### src/sv/mblbp_pkg.sv
// ----------------------------------------------------------------------------
// mblbp_pkg
// Shared constants, types and tables of the multi-block LBP feature unit.
// ----------------------------------------------------------------------------
`default_nettype none

package mblbp_pkg;

    localparam int WIN_WIDTH  = 24;
    localparam int WIN_HEIGHT = 24;
    localparam int DEPTH      = WIN_WIDTH * WIN_HEIGHT;
    localparam int ADDR_W     = $clog2(DEPTH);
    localparam int SUM_W      = $clog2(DEPTH * 255 + 1);
    localparam int ROWSUM_W   = $clog2(WIN_WIDTH * 255 + 1);
    localparam int COL_W      = $clog2(WIN_WIDTH);
    localparam int ROW_W      = $clog2(WIN_HEIGHT);
    localparam int GRID_W     = 8;
    localparam int BLK_W      = SUM_W + 2;

    localparam logic       MODE_LOAD  = 1'b0;
    localparam logic       MODE_QUERY = 1'b1;

    localparam logic [1:0] ERR_NONE   = 2'd0;
    localparam logic [1:0] ERR_GRID   = 2'd1;
    localparam logic [1:0] ERR_EMPTY  = 2'd2;

    // outer block order: bit 7 top-left, clockwise to bit 0 middle-left
    localparam logic [1:0] GRID_R [8] = '{2'd0, 2'd0, 2'd0, 2'd1, 2'd2, 2'd2, 2'd2, 2'd1};
    localparam logic [1:0] GRID_C [8] = '{2'd0, 2'd1, 2'd2, 2'd2, 2'd2, 2'd1, 2'd0, 2'd0};

    typedef struct packed {
        logic       is_query;
        logic [7:0] pixel;
        logic [4:0] corner_x;
        logic [4:0] corner_y;
        logic [3:0] block_width;
        logic [3:0] block_height;
        logic       grid_err;
    } req_t;

    typedef logic signed [BLK_W-1:0] blk_t;

endpackage

`default_nettype wire

### src/sv/mblbp_item_if.sv
// ----------------------------------------------------------------------------
// mblbp_item_if
// Request channel: pixel loads and feature queries.
// ----------------------------------------------------------------------------
`default_nettype none

interface mblbp_item_if;
    logic       valid;
    logic       ready;
    logic       mode;
    logic [7:0] pixel;
    logic [4:0] corner_x;
    logic [4:0] corner_y;
    logic [3:0] block_width;
    logic [3:0] block_height;

    modport source (output valid, mode, pixel, corner_x, corner_y, block_width,
                    block_height, input ready);
    modport sink   (input valid, mode, pixel, corner_x, corner_y, block_width,
                    block_height, output ready);
endinterface

`default_nettype wire

### src/sv/mblbp_front.sv
// ----------------------------------------------------------------------------
// mblbp_front
// Accepts requests, checks the grid bounds and queues them for the back end.
// ----------------------------------------------------------------------------
`default_nettype none

module mblbp_front (
    input  wire logic            clk,
    input  wire logic            rst_n,
    mblbp_item_if.sink           item,
    output logic                 q_valid,
    output mblbp_pkg::req_t      q_req,
    input  wire logic            q_pop
);
    import mblbp_pkg::*;

    req_t             slot_reg [2];
    logic             wr_ptr_reg, wr_ptr_next;
    logic             rd_ptr_reg, rd_ptr_next;
    logic [1:0]       count_reg, count_next;
    logic             push;
    logic [GRID_W-1:0] span_x, span_y;
    req_t             new_req;

    assign item.ready = (count_reg != 2'd2);
    assign push       = item.valid && item.ready;
    assign q_valid    = (count_reg != 2'd0);
    assign q_req      = slot_reg[rd_ptr_reg];

    always_comb
    begin
        span_x = GRID_W'(item.corner_x) + GRID_W'(2'd3) * GRID_W'(item.block_width);
        span_y = GRID_W'(item.corner_y) + GRID_W'(2'd3) * GRID_W'(item.block_height);
        new_req.is_query     = (item.mode == MODE_QUERY);
        new_req.pixel        = item.pixel;
        new_req.corner_x     = item.corner_x;
        new_req.corner_y     = item.corner_y;
        new_req.block_width  = item.block_width;
        new_req.block_height = item.block_height;
        new_req.grid_err     = (span_x > GRID_W'(WIN_WIDTH)) || (span_y > GRID_W'(WIN_HEIGHT));
    end

    always_comb
    begin
        wr_ptr_next = push ? ~wr_ptr_reg : wr_ptr_reg;
        rd_ptr_next = q_pop ? ~rd_ptr_reg : rd_ptr_reg;
        count_next  = count_reg + 2'(push) - 2'(q_pop);
    end

    always_ff @(posedge clk or negedge rst_n)
    begin
        if (!rst_n)
        begin
            wr_ptr_reg <= 1'b0;
            rd_ptr_reg <= 1'b0;
            count_reg  <= 2'd0;
        end
        else
        begin
            wr_ptr_reg <= wr_ptr_next;
            rd_ptr_reg <= rd_ptr_next;
            count_reg  <= count_next;
        end
    end

    always_ff @(posedge clk)
    begin
        if (push)
        begin
            slot_reg[wr_ptr_reg] <= new_req;
        end
    end

endmodule

`default_nettype wire

### src/flat_wrapper.sv
// flat-port wrapper written by rule: the top's interface ports become plain ports
module mblbp_front_flat import mblbp_pkg::*;
  (clk, rst_n, q_valid, q_req, q_pop, item_valid, item_mode, item_pixel, item_corner_x, item_corner_y, item_block_width, item_block_height, item_ready);
  mblbp_item_if item_i ();
  input  wire logic clk;
  input  wire logic rst_n;
  output logic q_valid;
  output mblbp_pkg::req_t q_req;
  input  wire logic q_pop;
  input wire logic [$bits(item_i.valid)-1:0] item_valid;
  input wire logic [$bits(item_i.mode)-1:0] item_mode;
  input wire logic [$bits(item_i.pixel)-1:0] item_pixel;
  input wire logic [$bits(item_i.corner_x)-1:0] item_corner_x;
  input wire logic [$bits(item_i.corner_y)-1:0] item_corner_y;
  input wire logic [$bits(item_i.block_width)-1:0] item_block_width;
  input wire logic [$bits(item_i.block_height)-1:0] item_block_height;
  output wire logic [$bits(item_i.ready)-1:0] item_ready;
  assign item_i.valid = item_valid;
  assign item_i.mode = item_mode;
  assign item_i.pixel = item_pixel;
  assign item_i.corner_x = item_corner_x;
  assign item_i.corner_y = item_corner_y;
  assign item_i.block_width = item_block_width;
  assign item_i.block_height = item_block_height;
  assign item_ready = item_i.ready;
  mblbp_front u_core (.clk(clk), .rst_n(rst_n), .item(item_i), .q_valid(q_valid), .q_req(q_req), .q_pop(q_pop));
endmodule
### config.mk
export PLATFORM = sky130hd
export DESIGN_NAME = mblbp_front_flat
export DESIGN_NICKNAME = d
export VERILOG_FILES = /design/src/sv/mblbp_pkg.sv /design/src/sv/mblbp_item_if.sv /design/src/sv/mblbp_front.sv /design/src/flat_wrapper.sv
export SDC_FILE = /design/constraint.sdc
export NUM_CORES = 1
export LEC_CHECK = 0
export BUFFER_PORTS_ARGS = -buffer_cell sky130_fd_sc_hd__buf_2
export CAP_MARGIN = 20
export CORE_ASPECT_RATIO = 1.1
export CORE_MARGIN = 2
export CORE_UTILIZATION = 40
export DETAILED_ROUTE_END_ITERATION = 7
export GPL_TIMING_DRIVEN = 0
export PLACE_DENSITY_LB_ADDON = 0.08
export SLEW_MARGIN = 30
export SYNTH_ARGS = -nofsm -noshare
export SYNTH_HDL_FRONTEND = slang
export SYNTH_SLANG_ARGS = --single-unit
### constraint.sdc
create_clock -name clk -period 3 [get_ports clk]
set_input_delay 0.3 -clock clk [delete_from_list [all_inputs] [get_ports clk]]
set_output_delay 0.3 -clock clk [all_outputs]
set_load 0.01 [all_outputs]
==> metrics.md <==
| Metric | Value |
|---|---|
| Synth top area share | approximately three fifths |
| #FFs+latches synth | 60 |
| CP Capture Type | flop |
| Post-synthesis cell count | roughly 150 |
| Total CTS buffers | 9 |
| Reg2Reg Depth | 2 |
| Total number of vias | roughly 1600 |
| Starting density of the core | 41.2% |
| Remaining Overflow, GRT | 0 |
| Top_reg_cell synth | edfxtp_1 |
| Number of iterations in the first detailed-routing pass | 4 |
| Final Skew | 0.00567 ns |
| Avg Inst Size Synth | 17.6 sq um |
| Clock Pin Slew Worst Setup and Hold Paths | roughly 0.060 ns |
| Synth Net Count | between 200 and 250 |
| Flop2flop setup slack | about 1.4 ns |
| GPL Wtd Cong | 0.741 |
| Internal power | 2.21 mW |
| CTS tree | built |
| Rows | 31 |
| Post-synth ARST share | roughly 6.7% |
| Final Hold Fails | 0 |
| # resized after CTS | 0 |
| Flop pwr share | 39.2% |
| CP Class | in2reg |
| Worst skew pair latency | ~0.33 ns |
| Logic pwr share | approximately a third |
| Pwr Density | between 900 and 1000 nW/um^2 |
| Antenna violations before repair | 0 |
| Initial DRC count | 84 |
| Final number of max-transition violations | 0 |
| Routed wl met2 | roughly 2600 microns |
| Die H | ~90 microns |
| Placeable Area | 6590 sq um |
| Share of cells above drive strength 1 | around 48% |
| Setup bufs post-CTS | 0 |
| Max FFs per register | 56 |
| Area contributors post-synth | edfxtp_1 62%, mux2_2 12%, ha_1 6.4%, fa_1 5.9%, dfrtp_1 3.7% |
| Largest net degree at the start of global routing | 29 |
| Area leader, netlist | edfxtp_1 |
| P&R area growth vs syn | 25.7% |
| Synth cell types | 31 |
| Layout Nets | between 200 and 300 |
| Sw power | 0.871 mW |
| Worst-path fanout max | 6 |
| Most common cell after layout, fill and taps aside | buf_2 |
| Slew @ Worst Pin | 0.694 ns |
| First-pass GRT wire length | approximately 7700 microns |
| Clk sinks | 60 |
| Total track usage | between 10% and 20% |
| Worst setup SP type | primary input |
| PortBufs | 60 |
| Minimum hold slack | ~0.16 ns |
| Sequential share of the synthesized area | between 60 and 70% |
| CP Capture Point | u_core.slot_reg[0][0] |
| Dpl hpwl | approximately 3500 microns |
| Worst vdd ir | between 0.4 and 0.5 mV |
| Worst Hold Class | in2reg |
| WL final | between 4000 and 5000 microns |
| Reg2reg end | u_core.slot_reg[1][8] |
| Yosys warning total | 0 |
| Diodes inserted | 0 |
| Sw Ratio | between 20 and 30% |
| Max Used Layer | met4 |
| Post-CTS Hold Buffers | 1 |
| Clk root buf | clkbuf_8 |
| IO Count | 61 |
| DRC violations left | 0 |
| Mapped cell area | around 2700 sq um |
| Avg Vias per Cell | 5.00 |
| Met1 Wirelength | around 1900 microns |
| Clk pwr share | between 20% and 30% |
| Clock Path Buffers | 2 |
| Number of global-route vias before repair | around 1700 |
| Final ANT Viol Nets | 0 |
| Tmin final | 2.35 ns |
| Most frequent cells in the layout | 63 x buf_2, 56 x edfxtp_1, 28 x mux2_2 |
| Unrepaired setup endpoints after global routing | false |
| Maximum clock rate | ~0.43 GHz |
| Rel. slew slack | a little over half |
| CP required | ~3.1 ns |
| Max-cap violations | 0 |
| Crit path DAT | 2.41 ns |
| Detail Route met3 WL | ~260 microns |
| Final setup viols | 0 |
| H-tree Lvls | 3 |
| Worst R2R Start | u_core.count_reg[1] |
| Die W | around 83 microns |
| Post-synth EDFFs | 56 |
| Leak | between 1 and 1.5 nW |
| Setup TNS Final | 0 ns |
| Crit share post-route | between 70% and 80% |
| Status | finished, final reports clean |
| Avg WL per Cell | between 15 and 20 microns |
| Die ar. | approximately 7500 sq um |
| CP startpoint | item_block_height[0] |
## worst min path at each step
stage	start	end	slack [ns]	cells after the start
floorplan	rst_n	u_core.count_reg[0]	0.004	0
global placement	rst_n	u_core.rd_ptr_reg	0.10	1
detailed placement	rst_n	u_core.count_reg[1]	0.11	1
CTS	item_pixel[0]	u_core.slot_reg[1][19]	0.14	1
global route	item_pixel[0]	u_core.slot_reg[0][19]	0.14	1
finish	item_pixel[0]	u_core.slot_reg[1][19]	0.16	1
## per-stage QoR
stage / total power [mW] / setup WS [ns] / cell area (sq um) / cells / util [%]
after floorplan: 1.84 / 0.579 / 2720 / 154 / -
after global placement: 2.15 / 0.201 / 3120 / 296 / 47.3
after global routing: 3.26 / 0.542 / 3420 / 314 / 51.8
after CTS: 3.13 / 0.644 / 3420 / 314 / 51.8
after detailed placement: 2.23 / 0.293 / 3160 / 297 / 47.9
final: 3.08 / 0.653 / 3420 / 314 / 51.8
## critical path, stage by stage
cell and delay (ns):
buf_2 0.13, fa_1 0.48, ha_1 0.24, fa_1 0.46
a21oi_1 0.16, a21oi_1 0.05, o22a_1 0.18, a2111o_1 0.40
## metal layers
metal / GRT usage, % / up-vias
met3: 3.80 / 10
met4: 8.74 / 0
li1: - / 745
met5: 0 / -
met1: 15.5 / 766
met2: 24.0 / 49
## area by class of cell
type | count | area [sq um]
Fill cell | 571 | 3180
Sequential cell | 60 | 1780
Multi-Input combinational cell | 88 | 918
Timing Repair Buffer | 62 | 338
Clock buffer | 12 | 155
Tap cell | 82 | 103
Clock inverter | 4 | 95.1
Buffer | 3 | 15.0
Inverter | 3 | 11.3
## power by group through the flow
stage               Clock (mW)  Sequential [mW]  Combinational, mW
floorplan                    0             1.21              0.637
CTS                      0.913             1.21               1.01
global route             0.952             1.22               1.08
finish                   0.895             1.21              0.979
global placement             0             1.22              0.930
detailed placement           0             1.23               1.00
## kinds of logic (layout without fill, tap and decap cells)
group / count (synthesis) / count (layout) / share of synthesized area, %
flip-flops: 60 / 60 / 65.6
multiplexers: 28 / 28 / 11.6
adder cells (fa/ha/maj): 22 / 22 / 12.3
AND/OR/NAND/NOR: 18 / 18 / 4.19
AO/OA/AOI/OAI: 15 / 15 / 3.73
buffers and inverters: 6 / 84 / 0.967
XOR/XNOR: 5 / 5 / 1.61
## cell usage after synthesis, types with 2 or more instances
cell,n
edfxtp_1,56
mux2_2,28
ha_1,14
fa_1,8
a21oi_1,7
dfrtp_1,4
buf_2,3
inv_1,3
nor2_1,3
xnor2_1,3
nand2_1,2
nor2b_1,2
nor4bb_1,2
xor2_1,2
Note: power is estimated with default switching activity, not from simulation.
